File: src/rtl/core/owm_pkg.sv
package owm_pkg;

   localparam int CfgWidth = 10;

   typedef enum logic [1:0] {
      REQ_TICK  = 2'd0,
      REQ_RESET = 2'd1,
      REQ_WRITE = 2'd2,
      REQ_READ  = 2'd3
   } req_kind_type;

   typedef enum logic [2:0] {
      CSR_RESET_LOW      = 3'd0,
      CSR_PRESENCE_WAIT  = 3'd1,
      CSR_RESET_TAIL     = 3'd2,
      CSR_SHORT_LOW      = 3'd3,
      CSR_LONG_LOW       = 3'd4,
      CSR_READ_SAMPLE    = 3'd5,
      CSR_READ_RECOVER   = 3'd6,
      CSR_UNUSED         = 3'd7
   } csr_index_type;

   typedef enum logic [2:0] {
      PH_IDLE      = 3'd0,
      PH_RST_LOW   = 3'd1,
      PH_RST_WAIT  = 3'd2,
      PH_RST_TAIL  = 3'd3,
      PH_SLOT_LOW  = 3'd4,
      PH_SLOT_WAIT = 3'd5,
      PH_SLOT_REC  = 3'd6
   } phase_type;

   localparam logic [CfgWidth-1:0] ResetLowDefault      = 10'd480;
   localparam logic [CfgWidth-1:0] PresenceWaitDefault  = 10'd77;
   localparam logic [CfgWidth-1:0] ResetTailDefault     = 10'd97;
   localparam logic [CfgWidth-1:0] ShortLowDefault      = 10'd5;
   localparam logic [CfgWidth-1:0] LongLowDefault       = 10'd63;
   localparam logic [CfgWidth-1:0] ReadSampleDefault    = 10'd5;
   localparam logic [CfgWidth-1:0] ReadRecoverDefault   = 10'd58;

   localparam logic [2:0] LastBit = 3'd7;

   typedef struct packed {
      logic [CfgWidth-1:0] reset_low;
      logic [CfgWidth-1:0] presence_wait;
      logic [CfgWidth-1:0] reset_tail;
      logic [CfgWidth-1:0] short_low;
      logic [CfgWidth-1:0] long_low;
      logic [CfgWidth-1:0] read_sample;
      logic [CfgWidth-1:0] read_recover;
   } cfg_type;

   // first member sits in the top bits; drive_first_low is bit 0
   typedef struct packed {
      logic       rejected;
      logic [7:0] read_data;
      logic       presence_found;
      logic       done_res;
      logic       busy_res;
      logic       drive_second_low;
      logic       drive_first_low;
   } res_type;

endpackage

File: src/rtl/core/one_wire_bus_master.sv
// Channel  Dir  Handshake              Payload
// req      in   req_tvalid/req_tready  tuser: req_type; tdata: channel, data_byte, line_high
// rsp      out  rsp_tvalid/rsp_tready  tdata: drive lows, busy, done, presence, read_data, rejected
// csr      in   csr_valid/csr_ready    csr_index, csr_data (always ready)
//
// One transaction per clock while req_tready is high: each item updates the bus state
// in the cycle it is accepted and its result lands in the output register on the same edge.
// req_tready stays high while the output register is empty or being drained.
// Synchronous active-high reset restores the default timings and idles the bus.
module one_wire_bus_master import owm_pkg::*; #(
   parameter int TIMER_BITS = 10
) (
   input  logic        clock,
   input  logic        reset,
   input  logic        req_tvalid,
   output logic        req_tready,
   input  logic [15:0] req_tdata,   // channel[0], data_byte[8:1], line_high[9], zero pad
   input  logic [1:0]  req_tuser,   // req_type[1:0]
   output logic        rsp_tvalid,
   input  logic        rsp_tready,
   output logic [15:0] rsp_tdata,   // drive_first_low[0], drive_second_low[1], busy_res[2],
                                    // done_res[3], presence_found[4], read_data[12:5],
                                    // rejected[13], zero pad
   input  logic        csr_valid,
   output logic        csr_ready,
   input  logic [2:0]  csr_index,
   input  logic [CfgWidth-1:0] csr_data
);

   cfg_type cfg_ff, cfg_in;
   res_type res, rsp_ff;
   logic    rsp_valid_ff, rsp_valid_in;
   logic    req_accept;

   assign csr_ready  = 1'b1;
   assign req_tready = !rsp_valid_ff || rsp_tready;
   assign req_accept = req_tvalid && req_tready;

   always_comb begin
      cfg_in = cfg_ff;
      if (csr_valid) begin
         case (csr_index_type'(csr_index))
            CSR_RESET_LOW:     cfg_in.reset_low     = csr_data;
            CSR_PRESENCE_WAIT: cfg_in.presence_wait = csr_data;
            CSR_RESET_TAIL:    cfg_in.reset_tail    = csr_data;
            CSR_SHORT_LOW:     cfg_in.short_low     = csr_data;
            CSR_LONG_LOW:      cfg_in.long_low      = csr_data;
            CSR_READ_SAMPLE:   cfg_in.read_sample   = csr_data;
            CSR_READ_RECOVER:  cfg_in.read_recover  = csr_data;
            default: begin
            end
         endcase
      end
   end

   owm_engine #(
      .TIMER_BITS(TIMER_BITS)
   ) u_engine (
      .clock     (clock),
      .reset     (reset),
      .step      (req_accept),
      .req_type  (req_tuser),
      .channel   (req_tdata[0]),
      .data_byte (req_tdata[8:1]),
      .line_high (req_tdata[9]),
      .cfg       (cfg_ff),
      .res       (res)
   );

   assign rsp_valid_in = req_accept || (rsp_valid_ff && !rsp_tready);

   always_ff @(posedge clock) begin
      if (reset) begin
         cfg_ff.reset_low     <= ResetLowDefault;
         cfg_ff.presence_wait <= PresenceWaitDefault;
         cfg_ff.reset_tail    <= ResetTailDefault;
         cfg_ff.short_low     <= ShortLowDefault;
         cfg_ff.long_low      <= LongLowDefault;
         cfg_ff.read_sample   <= ReadSampleDefault;
         cfg_ff.read_recover  <= ReadRecoverDefault;
         rsp_valid_ff         <= 1'b0;
      end else begin
         cfg_ff       <= cfg_in;
         rsp_valid_ff <= rsp_valid_in;
      end
   end

   always_ff @(posedge clock) begin
      if (req_accept) begin
         rsp_ff <= res;
      end
   end

   assign rsp_tvalid = rsp_valid_ff;
   assign rsp_tdata  = {2'b00, rsp_ff};

   a_done_not_rejected: assert property (@(posedge clock) disable iff (reset)
      rsp_tvalid |-> !(rsp_ff.done_res && rsp_ff.rejected))
      else $error("done and rejected in one transaction");

   a_one_line_driven: assert property (@(posedge clock) disable iff (reset)
      rsp_tvalid |-> !(rsp_ff.drive_first_low && rsp_ff.drive_second_low))
      else $error("both lines driven low");

   a_drive_needs_busy: assert property (@(posedge clock) disable iff (reset)
      (rsp_tvalid && (rsp_ff.drive_first_low || rsp_ff.drive_second_low))
      |-> rsp_ff.busy_res)
      else $error("line driven while idle");

   a_done_leaves_idle: assert property (@(posedge clock) disable iff (reset)
      (rsp_tvalid && rsp_ff.done_res) |-> !rsp_ff.busy_res)
      else $error("busy after completion");

endmodule

File: src/rtl/core/owm_engine.sv
module owm_engine import owm_pkg::*; #(
   parameter int TIMER_BITS = 10
) (
   input  logic            clock,
   input  logic            reset,
   input  logic            step,
   input  logic [1:0]      req_type,
   input  logic            channel,
   input  logic [7:0]      data_byte,
   input  logic            line_high,
   input  cfg_type         cfg,
   output res_type         res
);

   localparam logic [TIMER_BITS-1:0] TickOne = TIMER_BITS'(1);

   function automatic logic [TIMER_BITS-1:0] load(input logic [CfgWidth-1:0] v);
      logic [CfgWidth+TIMER_BITS-1:0] wide;
      wide = {{TIMER_BITS{1'b0}}, v};
      return wide[TIMER_BITS-1:0];
   endfunction

   phase_type             phase_ff, phase_in;
   logic [TIMER_BITS-1:0] tick_ff, tick_in;
   logic [2:0]            bit_ff, bit_in;
   logic [7:0]            shift_ff, shift_in;
   logic                  chan_ff, chan_in;
   logic                  presence_ff, presence_in;
   logic                  op_read_ff, op_read_in;
   logic [7:0]            last_read_ff, last_read_in;
   logic [7:0]            shift_rec;
   logic                  done, rej, low;

   always_comb begin
      phase_in     = phase_ff;
      tick_in      = tick_ff;
      bit_in       = bit_ff;
      shift_in     = shift_ff;
      chan_in      = chan_ff;
      presence_in  = presence_ff;
      op_read_in   = op_read_ff;
      last_read_in = last_read_ff;
      done         = 1'b0;
      rej          = 1'b0;
      shift_rec    = op_read_ff ? shift_ff : {1'b0, shift_ff[7:1]};
      if (step) begin
         if (req_kind_type'(req_type) != REQ_TICK) begin
            if (phase_ff != PH_IDLE) begin
               rej = 1'b1;
            end else begin
               chan_in    = channel;
               bit_in     = 3'd0;
               op_read_in = (req_kind_type'(req_type) == REQ_READ);
               if (req_kind_type'(req_type) == REQ_RESET) begin
                  phase_in = PH_RST_LOW;
                  tick_in  = load(cfg.reset_low);
               end else begin
                  shift_in = (req_kind_type'(req_type) == REQ_WRITE) ? data_byte : 8'd0;
                  phase_in = PH_SLOT_LOW;
                  tick_in  = (req_kind_type'(req_type) == REQ_READ || data_byte[0]) ?
                             load(cfg.short_low) : load(cfg.long_low);
               end
            end
         end else if (phase_ff != PH_IDLE) begin
            if (tick_ff > TickOne) begin
               tick_in = tick_ff - TickOne;
            end else begin
               case (phase_ff)
                  PH_RST_LOW: begin
                     phase_in = PH_RST_WAIT;
                     tick_in  = load(cfg.presence_wait);
                  end
                  PH_RST_WAIT: begin
                     presence_in = ~line_high;
                     phase_in    = PH_RST_TAIL;
                     tick_in     = load(cfg.reset_tail);
                  end
                  PH_RST_TAIL: begin
                     phase_in = PH_IDLE;
                     done     = 1'b1;
                  end
                  PH_SLOT_LOW: begin
                     if (op_read_ff) begin
                        phase_in = PH_SLOT_WAIT;
                        tick_in  = load(cfg.read_sample);
                     end else begin
                        phase_in = PH_SLOT_REC;
                        tick_in  = shift_ff[0] ? load(cfg.long_low) : load(cfg.short_low);
                     end
                  end
                  PH_SLOT_WAIT: begin
                     shift_in = {line_high, shift_ff[7:1]};
                     phase_in = PH_SLOT_REC;
                     tick_in  = load(cfg.read_recover);
                  end
                  PH_SLOT_REC: begin
                     shift_in = shift_rec;
                     if (bit_ff == LastBit) begin
                        if (op_read_ff) begin
                           last_read_in = shift_rec;
                        end
                        phase_in = PH_IDLE;
                        done     = 1'b1;
                     end else begin
                        bit_in   = bit_ff + 3'd1;
                        phase_in = PH_SLOT_LOW;
                        tick_in  = (op_read_ff || shift_rec[0]) ?
                                   load(cfg.short_low) : load(cfg.long_low);
                     end
                  end
                  default: begin
                     phase_in = PH_IDLE;
                  end
               endcase
            end
         end
      end
   end

   always_comb begin
      low                  = (phase_in == PH_RST_LOW) || (phase_in == PH_SLOT_LOW);
      res.drive_first_low  = low && !chan_in;
      res.drive_second_low = low && chan_in;
      res.busy_res         = (phase_in != PH_IDLE);
      res.done_res         = done;
      res.presence_found   = presence_in;
      res.read_data        = last_read_in;
      res.rejected         = rej;
   end

   always_ff @(posedge clock) begin
      if (reset) begin
         phase_ff     <= PH_IDLE;
         tick_ff      <= '0;
         bit_ff       <= '0;
         shift_ff     <= '0;
         chan_ff      <= 1'b0;
         presence_ff  <= 1'b0;
         op_read_ff   <= 1'b0;
         last_read_ff <= '0;
      end else begin
         phase_ff     <= phase_in;
         tick_ff      <= tick_in;
         bit_ff       <= bit_in;
         shift_ff     <= shift_in;
         chan_ff      <= chan_in;
         presence_ff  <= presence_in;
         op_read_ff   <= op_read_in;
         last_read_ff <= last_read_in;
      end
   end

endmodule
File: config.mk
export PLATFORM = sky130hd
export DESIGN_NAME = one_wire_bus_master
export DESIGN_NICKNAME = d
export VERILOG_FILES = /design/src/rtl/core/owm_pkg.sv /design/src/rtl/core/one_wire_bus_master.sv /design/src/rtl/core/owm_engine.sv
export SDC_FILE = /design/constraint.sdc
export NUM_CORES = 1
export LEC_CHECK = 0
export BUFFER_PORTS_ARGS = -buffer_cell sky130_fd_sc_hd__buf_2
export CAP_MARGIN = 15
export CORE_ASPECT_RATIO = 1.25
export CORE_MARGIN = 1.5
export CORE_UTILIZATION = 49
export DETAILED_ROUTE_END_ITERATION = 8
export GPL_TIMING_DRIVEN = 0
export PLACE_DENSITY = 0.72
export SYNTH_ARGS = -nofsm -noshare
export SYNTH_HDL_FRONTEND = slang
export SYNTH_SLANG_ARGS = --single-unit
File: constraint.sdc
create_clock -name clock -period 4.19 [get_ports clock]
set_clock_uncertainty 0.05 [all_clocks]
set_input_delay 1.257 -clock clock [delete_from_list [all_inputs] [get_ports clock]]
set_output_delay 1.257 -clock clock [all_outputs]
set_load 0.01 [all_outputs]
==> metrics.txt, run 1 <==
sequential area share after synthesis 45.2%; final period utilization 81.4%; post_cts resized 0; CTS tree built; RSZ-0062 raised after global routing no; fin. max-slew vios 0; Final min period 3.41 ns; initial antenna violation count 0; initial DRC count 394; GP Congestion 0.894; Post-CTS Setup Bufs 0; Setup TNS 0 ns; Mapped Cells 688; number of global-route vias before repair 5069; Layout Utilization 60.2%; CP max-delay cell clkbuf_1; Worst EP required 4.49 ns; number of enable flip-flop cells after synthesis 14; diode count 0; via density per instance 6.00; maximum VDD drop 304 uV; Synth Warn # 0; final setup violation count 0; fraction of registers with async set/reset 0%; Routed WL 16200 um; CTS Buf Count 17; register bit total from synthesis 120; max_cap viols 0; Top FF cell, synth dfxtp_1; clock-pin slew on the worst setup and hold paths 0.05 ns; die footprint 12100 um2; pin count of the biggest net entering global routing 21; Leak 2.56 nW; DR vias 5385; final global-route overflow total 0; initial core utilization 50.5%; pwr/cell area 495 nW/um2; CTS sink cnt 120; Core Area 11100 um2; global-route wire length before repair 25500 um; outcome finished, violations left; f_max 293 MHz; TritonRoute pass-1 iters 7; worst slew pin tran 1.04 ns; Die Wd 98.8 um; Skew-Pair Late Insertion Delay 0.42 ns; Mapped Avg Cell Area 8.18 um2; # fillers 991; Layout area overhead 19.1%; row count 43; final hold vios 0; Port Buffer Count 42; cts hold-fix bufs 0; placed wire-length estimate 11500 um; Critical Path Fanout Max 10; failing checks DRC; WS Path Type input pin to flip-flop; Worst slew margin 30.6%; mapped cell area 5630 um2; Die H 123 um; remaining antenna violation count 0; Synth cell types 62; delay of the slowest critical-path stage 0.53 ns; CP Capture Type flip-flop; Tightest Hold Check Type flip-flop to flip-flop; Critical Path Start Type input pin; Clock Path Buffers 2; crit-path cells clkbuf_1 -> nor2_1 -> and4_1 -> clkbuf_1 -> o21ai_0 -> a41oi_1 -> o22ai_1 -> nor2_1; nets 790; layout cell share with drive strength beyond 1 13.8%; DRC 6; WP data arrival 3.71 ns; H-tree levels 4; GRT Util Overall 27.6%; CTS root buffer clkbuf_16; number of I/O pins 55; drt wl/cell 18.0 um
critical path: cells and delay by family:
kind	cells	cell delay (ns)
and+or+nand+nor	3	1.00
buffers and inverters	2	0.74
AOI/OAI and AO/OA	3	0.72
synthesized netlist by cell type, types with 9 or more instances:
cell	instances	share of area [%]
inv_1	16	1.1
nor2_1	41	2.7
and2_1	9	1.0
clkbuf_1	29	1.9
dfxtp_1	106	38
edfxtp_1	14	7.5
nand2_1	169	11
nor2b_1	9	1.0
o211ai_1	11	1.5
o21ai_0	30	2.7
nand3_1	27	2.4
a22oi_1	13	1.7
mux2_2	17	3.4
mux2i_1	16	2.8
a21oi_1	68	6.0
o22ai_1	10	1.1
placed cells by master (no fill, tap or decap), types with 6 or more instances in the layout:
| master | n |
|---|---|
| a21oi_1 | 68 |
| a22oi_1 | 13 |
| and2_1 | 9 |
| buf_2 | 46 |
| clkbuf_1 | 31 |
| clkbuf_16 | 19 |
| clkbuf_8 | 6 |
| dfxtp_1 | 106 |
| edfxtp_1 | 14 |
| inv_1 | 16 |
| mux2_2 | 17 |
| mux2i_1 | 16 |
| nand2_1 | 169 |
| nand2b_1 | 8 |
| nand3_1 | 27 |
| nor2_1 | 41 |
| nor2b_1 | 9 |
| o211ai_1 | 11 |
| o21ai_0 | 30 |
| o22ai_1 | 10 |
path summary, 6_finish.rpt:
check	slack, ns	startpoint	cells after the start	endpoint
max	0.78	req_tuser[1]	8	u_engine.tick_ff[4]
min	0.40	cfg_ff[48]	2	cfg_ff[48]
max reg2reg	1.35	u_engine.tick_ff[4]	7	u_engine.tick_ff[4]
min reg2reg	0.40	cfg_ff[48]	2	cfg_ff[48]
kinds of logic (layout without fill, tap and decap cells):
family	Yosys count	in the layout	synth area share [%]
multiplexers	33	33	6.25
adder cells (fa/ha/maj)	4	4	0.890
buffers and inverters	57	131	4.09
XOR/XNOR	6	6	0.934
other	2	3	0.134
AND/OR/NAND/NOR	298	298	23.9
flip-flops	120	120	45.2
AO/OA/AOI/OAI	168	168	18.6
registers in the layout (all words and copies together) (netlist names):
register               cells
cfg_ff                    70
rsp_tdata                 14
rsp_tvalid                 1
u_engine.bit_ff            3
u_engine.chan_ff           1
u_engine.last_read_ff      8
u_engine.op_read_ff        1
u_engine.phase_ff          3
u_engine.presence_ff       1
u_engine.shift_ff          8
u_engine.tick_ff          10
metal layers:
layer	routed length, um	vias up	track usage [%]
li1	-	2547	-
met1	6330	2511	31.3
met2	7720	248	45.5
met3	1020	79	5.24
met4	1090	0	21.9
met5	0	-	0
final cells by class:
cell class | count | area, um2 | area share [%]
multi-input cells | 512 | 2860 | 42.6
well taps | 135 | 169 | 2.52
flip-flops and latches | 120 | 2540 | 38.0
clock buffers | 27 | 566 | 8.44
plain buffers | 40 | 166 | 2.48
inverters | 17 | 63.8 | 0.953
repair buffers | 42 | 210 | 3.14
clock inverters | 5 | 125 | 1.87
stage by stage:
| stage | cells | hold WS [ns] | cell area (um2) | setup slack (ns) | power (mW) |
|---|---|---|---|---|---|
| final | 898 | 0.403 | 6700 | 0.778 | 3.31 |
| after global routing | 898 | 0.422 | 6700 | 0.651 | 3.42 |
| after CTS | 898 | 0.403 | 6700 | 0.857 | 3.31 |
| after detailed placement | 866 | 0.396 | 6010 | 0.435 | 1.66 |
| after global placement | 866 | 0.392 | 6010 | 0.442 | 1.65 |
| after floorplan | 689 | 0.383 | 5630 | 1.04 | 1.53 |
power by group:
| part | switching, mW | internal [mW] | leakage [nW] |
|---|---|---|---|
| Combinational | 0.258 | 0.145 | 1.22 |
| Clock | 0.507 | 1.16 | 0.340 |
| Sequential | 0.0341 | 1.21 | 1.00 |
| Total | 0.799 | 2.52 | 2.56 |
Note: power is estimated with default switching activity, not from simulation.
==> inputs of run 2 (changes only) <==
--- a/config.mk
+++ b/config.mk
@@ -12,7 +12,7 @@
 export CORE_UTILIZATION = 49
 export DETAILED_ROUTE_END_ITERATION = 8
 export GPL_TIMING_DRIVEN = 0
-export PLACE_DENSITY = 0.72
+export PLACE_DENSITY = 0.75
 export SYNTH_ARGS = -nofsm -noshare
 export SYNTH_HDL_FRONTEND = slang
 export SYNTH_SLANG_ARGS = --single-unit
==> constraint.sdc (replaced) <==
create_clock -name clock -period 3 [get_ports clock]
set_clock_uncertainty 0.05 [all_clocks]
set_input_delay 0.9 -clock clock [delete_from_list [all_inputs] [get_ports clock]]
set_output_delay 0.9 -clock clock [all_outputs]
set_load 0.01 [all_outputs]
==> run 2 against run 1 <==
Compared with the run above: the flow still finishes with violations (DRC); die area unchanged; count of clock-buffer cells in the layout down 3; hold slack better by 0.0068 ns; sequential share of layout area up 0.36 points; cell count up 0.11%; cell area down 0.93%; non-clock buffer count unchanged; register-to-register slack worse by 1.0 ns; core utilization down 0.56 points; global-route usage up 1.5 points; largest cell class unchanged.
==> metrics.txt, run 2 (synthesis results as in run 1) <==
CTS Buf Count 17 (unchanged); most frequent cells in the layout 169 x nand2_1, 106 x dfxtp_1, 68 x a21oi_1 (unchanged); CTS sink cnt 120 (unchanged); Reg area 2540 um2 (unchanged); # fillers 953 (was 991); RSZ-0062 raised after global routing no (unchanged); reg-to-reg critical path endpoint u_engine.tick_ff[6] (was u_engine.tick_ff[4]); Comb pwr share 12.8% (was 12.2%); final period utilization 94.2%; die footprint 12100 um2 (unchanged); Setup TNS 0 ns (unchanged); worst hold endpoint cfg_ff[13] (was cfg_ff[48]); remaining antenna violation count 0 (unchanged); clock-pin slew on the worst setup and hold paths 0.05 ns (about the same); Reg2Reg Depth 8 (was 7); clock network fraction of total power 47.9% (was 50.3%); CP Capture Type flip-flop (unchanged); commonest non-fill, non-tap cell in the layout nand2_1 (unchanged); Leak 2.53 nW (was 2.56 nW); Psw 1.11 mW (was 799 uW); layout cell share with drive strength beyond 1 14.0% (was 13.8%); Layout area overhead 18.0% (was 19.1%); Critical Path Start Type input pin (unchanged); CTS root buffer clkbuf_16 (unchanged); global-route wire length before repair 27100 um (was 25500 um); Routed WL 16600 um (was 16200 um); pin count of the biggest net entering global routing 21 (unchanged); diode count 0 (unchanged); Die Wd 98.8 um (unchanged); Tightest Hold Check Type flip-flop to flip-flop (unchanged); max_cap viols 0 (unchanged); number of global-route vias before repair 5313 (was 5069); max reg flops 70 (unchanged); Flop pwr share 39.3% (was 37.5%); via density per instance 6.12 (was 6.00); failing checks DRC (unchanged); H-tree levels 4 (unchanged); maximum VDD drop 384 uV (was 304 uV); Switching Share 25.2% (was 24.1%); final hold vios 0 (unchanged); row count 43 (unchanged); hold path startpoint cfg_ff[13] (was cfg_ff[48]); Critical Path Fanout Max 10 (unchanged); WP data arrival 3.13 ns (was 3.71 ns); power after layout 4.42 mW (was 3.31 mW); WL met1 6320 um (was 6330 um); drt wl/cell 18.5 um (was 18.0 um); Pint 3.30 mW (was 2.52 mW); final global-route overflow total 0 (unchanged); WS Path Type input pin to flip-flop (unchanged); Largest Register cfg_ff (unchanged); outcome finished, violations left (unchanged); CTS tree built (unchanged); fin. max-slew vios 0 (unchanged); hold path depth 2 (unchanged); pwr/cell area 665 nW/um2 (was 495 nW/um2); met3 wire len 1210 um (was 1020 um); GP Congestion 0.913 (was 0.894); placed wire-length estimate 11700 um (was 11500 um); initial core utilization 50.5% (unchanged); Final min period 2.83 ns; DR top layer met4 (unchanged); DR vias 5503 (was 5385); FF-to-FF setup slack 0.34 ns (was 1.35 ns); Worst slew margin 32.3% (was 30.6%); Core Area 11100 um2 (unchanged); GRT Util Overall 29.1% (was 27.6%); initial DRC count 411 (was 394); Skew-Pair Late Insertion Delay 0.42 ns (about the same); Worst EP required 3.30 ns (was 4.49 ns); reg-to-reg startpoint u_engine.phase_ff[1] (was u_engine.tick_ff[4]); routed wl met2 8190 um (was 7720 um); Die H 123 um (unchanged); f_max 354 MHz; DRC 6 (unchanged); initial antenna violation count 0 (unchanged); Port Buffer Count 42 (unchanged); final setup violation count 0 (unchanged); Clock Path Buffers 2 (unchanged); TritonRoute pass-1 iters 7 (unchanged); Post-CTS Setup Bufs 0 (unchanged); number of I/O pins 55 (unchanged); nets 791 (was 790); area of the multi-input gates 2860 um2 (unchanged); worst slew pin tran 1.01 ns (was 1.04 ns)
[run 2: cell types whose count changed in the layout (fill, tap and decap cells not counted), sizes merged]
cell      previous run  this run
clkbuf              56        53
bufinv               4         3
clkinvlp             0         2
clkinv               2         6
inv                 16        15
[run 2: how the worst max path moves through the flow]
| stage | end | cells past startpoint | from |
|---|---|---|---|
| finish | u_engine.tick_ff[6] | 8 | req_tuser[1] |
| CTS | u_engine.tick_ff[4] | 8 | req_tuser[1] |
| global route | u_engine.tick_ff[4] | 8 | req_tuser[1] |
| detailed placement | u_engine.tick_ff[6] | 8 | req_tuser[1] |
| floorplan | rsp_tdata[0] | 7 | rsp_tready |
| global placement | u_engine.tick_ff[4] | 8 | req_tuser[1] |
[run 2: layout make-up]
class,count,area share (%)
sequential,120,38.3
tap,135,2.55
multi-input combinational,512,43.0
clock inverter,8,1.73
inverter,17,1.02
timing repair buffer,42,3.17
buffer,40,2.53
clock buffer,24,7.58
timing repair inverter,1,0.0754
[run 2: what timing repair did]
| item | in CTS | in global routing |
|---|---|---|
| resized for setup | 0 | 3 |
| endpoints found under the setup margin | 0 | 7 |
| hold buffers | 0 | 0 |
[run 2: critical path, cell delays in order]
cell,delay (ns)
clkbuf_1,0.21
nor2_1,0.45
and4_1,0.46
clkbuf_2,0.34
o21ai_0,0.14
a41oi_1,0.37
o22ai_1,0.15
nor2_1,0.10
[run 2: stage by stage]
stage,std cells,utilization (%),instance area (um2),setup WS [ns],hold WS [ns]
after floorplan,689,-,5630,0.203,0.383
after global placement,866,53.9,6010,-0.299,0.391
after detailed placement,866,53.9,6010,-0.364,0.398
after CTS,898,59.5,6630,0.0721,0.405
after global routing,899,59.6,6640,0.0303,0.428
final,899,59.6,6640,0.173,0.410
[run 2: power groups by stage]
stage	registers, mW	clock network (mW)	logic [mW]
floorplan	1.76	0	0.372
global placement	1.76	0	0.533
detailed placement	1.77	0	0.544
CTS	1.74	2.13	0.551
global route	1.74	2.20	0.619
finish	1.74	2.11	0.565
[run 2: layer usage]
metal	global-route usage, %	vias up
li1	-	2550
met5	0	-
met4	19.6	0
met2	49.8	295
met3	5.87	81
met1	32.8	2577
==> inputs of run 3 (changes only) <==
--- a/config.mk
+++ b/config.mk
@@ -9,10 +9,10 @@
 export CAP_MARGIN = 15
 export CORE_ASPECT_RATIO = 1.25
 export CORE_MARGIN = 1.5
-export CORE_UTILIZATION = 49
+export CORE_UTILIZATION = 42
 export DETAILED_ROUTE_END_ITERATION = 8
 export GPL_TIMING_DRIVEN = 0
-export PLACE_DENSITY = 0.75
+export PLACE_DENSITY = 0.66
 export SYNTH_ARGS = -nofsm -noshare
 export SYNTH_HDL_FRONTEND = slang
 export SYNTH_SLANG_ARGS = --single-unit
==> run 3 against run 2 <==
Compared with the run above: the flow now finishes without violations; wire length is 2.2% higher; combinational power hardly changed; hold slack worse by 0.0059 ns; total power is 2.5% lower; cell count is 4.0% higher; highest routed layer unchanged.
==> metrics.txt, run 3 (synthesis results as in run 1) <==
Core Area 13200 um2 (was 11100 um2); Critical Path Start Type input pin (unchanged); final setup violation count 0 (unchanged); dpl cell area 6050 um2 (was 6010 um2); clock-pin slew on the worst setup and hold paths 0.06 ns (was 0.05 ns); Setup crit start req_tuser[1] (unchanged); DRC 0 (was 6); placed wire-length estimate 11900 um (was 11700 um); reg-to-reg startpoint u_engine.phase_ff[0] (was u_engine.phase_ff[1]); CTS sink cnt 120 (unchanged); fin area 6650 um2 (was 6640 um2); WP data arrival 3.13 ns (about the same); most frequent cells in the layout 169 x nand2_1, 106 x dfxtp_1, 68 x a21oi_1 (unchanged); final hold vios 0 (unchanged); pin count of the biggest net entering global routing 21 (unchanged); Worst slew margin 27.8% (was 32.3%); WS Path Type input pin to flip-flop (unchanged); crit-path cells clkbuf_1 -> nor2_1 -> and4_1 -> clkbuf_2 -> o21ai_0 -> a41oi_1 -> o22ai_1 -> nor2_1 (unchanged); diode count 0 (unchanged); final std cells w/o fill 935 (was 899); CTS Buf Count 17 (unchanged); final global-route overflow total 0 (unchanged); layout cell share with drive strength beyond 1 14.4% (was 14.0%); nets 791 (unchanged); delay of the slowest critical-path stage 0.46 ns (about the same); placed instance count 902 (was 866); remaining antenna violation count 0 (unchanged); commonest non-fill, non-tap cell in the layout nand2_1 (unchanged); pwr/cell area 648 nW/um2 (was 665 nW/um2); hold path startpoint cfg_ff[6] (was cfg_ff[13]); GP Congestion 0.872 (was 0.913); via density per instance 5.74 (was 6.12); Tightest Hold Check Type flip-flop to flip-flop (unchanged); row count 47 (was 43); CTS tree built (unchanged); worst slew pin tran 1.08 ns (was 1.01 ns); fin. max-slew vios 0 (unchanged); Skew-Pair Late Insertion Delay 0.42 ns (about the same); Routed WL 17000 um (was 16600 um); # fillers 1285 (was 953); Critical Path Fanout Max 10 (unchanged); CP max-delay cell nor2_1 (was and4_1); H-tree levels 4 (unchanged); Largest delay share family, worst path simple AND/OR/NAND/NOR gates (unchanged); GRT Util Overall 25.0% (was 29.1%); number of I/O pins 55 (unchanged); buffers plus inverters on the worst setup path 2 (unchanged); initial antenna violation count 0 (unchanged); CP Capture Type flip-flop (unchanged); maximum VDD drop 413 uV (was 384 uV); most frequent CP cell nor2_1 (unchanged); global-route wire length before repair 27000 um (was 27100 um); final period utilization 94.4% (was 94.2%); f_max 353 MHz (was 354 MHz); drt wl/cell 18.2 um (was 18.5 um); DR vias 5369 (was 5503); CTS root buffer clkbuf_16 (unchanged); Die H 132 um (was 123 um); cts hold-fix bufs 0 (unchanged); outcome complete, no violations (was finished, violations left); Leak 2.50 nW (was 2.53 nW); Largest Register cfg_ff (unchanged); Port Buffer Count 42 (unchanged); number of global-route vias before repair 5204 (was 5313); TritonRoute pass-1 iters 7 (unchanged); Post-CTS Setup Bufs 0 (unchanged); Die Wd 107 um (was 98.8 um); die footprint 14100 um2 (was 12100 um2); max reg flops 70 (unchanged); max_cap viols 0 (unchanged); initial core utilization 42.7% (was 50.5%); RSZ-0062 raised after global routing no (unchanged); Layout area overhead 18.2% (was 18.0%); initial DRC count 432 (was 411); Worst EP required 3.30 ns (about the same); Final min period 2.83 ns (about the same); Clock Path Buffers 2 (unchanged); power after layout 4.31 mW (was 4.42 mW)
## run 3: cell count changes in the layout (fill, tap and decap cells not counted)
cell,delta
clkbuf_8,-3
clkinv_4,+4
inv_6,+5
inv_4,+1
clkbuf_1,-3
clkinv_2,-4
clkinvlp_4,+2
bufinv_16,-2
## run 3: cell type report
class | count | area, um2 | share of cell area, %
Multi-Input combinational cell | 512 | 2860 | 43.0
Sequential cell | 120 | 2540 | 38.2
Clock buffer | 18 | 450 | 6.77
Tap cell | 171 | 214 | 3.22
Timing Repair Buffer | 42 | 210 | 3.16
Buffer | 40 | 168 | 2.52
Clock inverter | 14 | 135 | 2.03
Inverter | 17 | 67.6 | 1.02
Timing Repair inverter | 1 | 5.00 | 0.0753
## run 3: worst reg2reg max path: stages (launching register included)
cell,delay (ns)
dfxtp_1,0.29
clkbuf_1,0.19
nand2b_1,0.28
a2111oi_2,0.99
nand2_1,0.13
a41oi_1,0.37
o22ai_1,0.15
nor2_1,0.12
## run 3: timing repair
item | CTS | global route
endpoints found under the setup margin | 2 | 3
resized for setup | 1 | 1
hold endpoints to repair | 0 | 0
gates cloned | 0 | 1
## run 3: per-layer routing
| metal | GRT usage (%) | vias up | routed length, um |
|---|---|---|---|
| met4 | 15.3 | 0 | 896 |
| met5 | 0 | - | 0 |
| met1 | 30.6 | 2549 | 6920 |
| li1 | - | 2545 | - |
| met3 | 4.20 | 61 | 935 |
| met2 | 40.7 | 214 | 8250 |
## run 3: path summary, 6_finish.rpt
kind / cells after the start / slack, ns / end
setup / recovery: 8 / 0.17 / u_engine.tick_ff[4]
hold / removal: 2 / 0.40 / cfg_ff[6]
setup reg to reg: 7 / 0.35 / u_engine.tick_ff[4]
hold reg to reg: 2 / 0.40 / cfg_ff[6]
## run 3: power by group
part / switching (mW) / internal [mW]
registers: 0.0491 / 1.69
logic: 0.364 / 0.203
clock network: 0.802 / 1.20
## run 3: through the flow
step / hold slack (ns) / utilization, % / TNS, ns / setup slack (ns)
after detailed placement: 0.397 / 46.0 / -4.31 / -0.441
after global routing: 0.431 / 50.5 / 0 / 0.0669
after CTS: 0.404 / 50.4 / 0 / 0.126
after floorplan: 0.383 / - / 0 / 0.203
final: 0.404 / 50.5 / 0 / 0.169
after global placement: 0.391 / 46.0 / -3.44 / -0.468
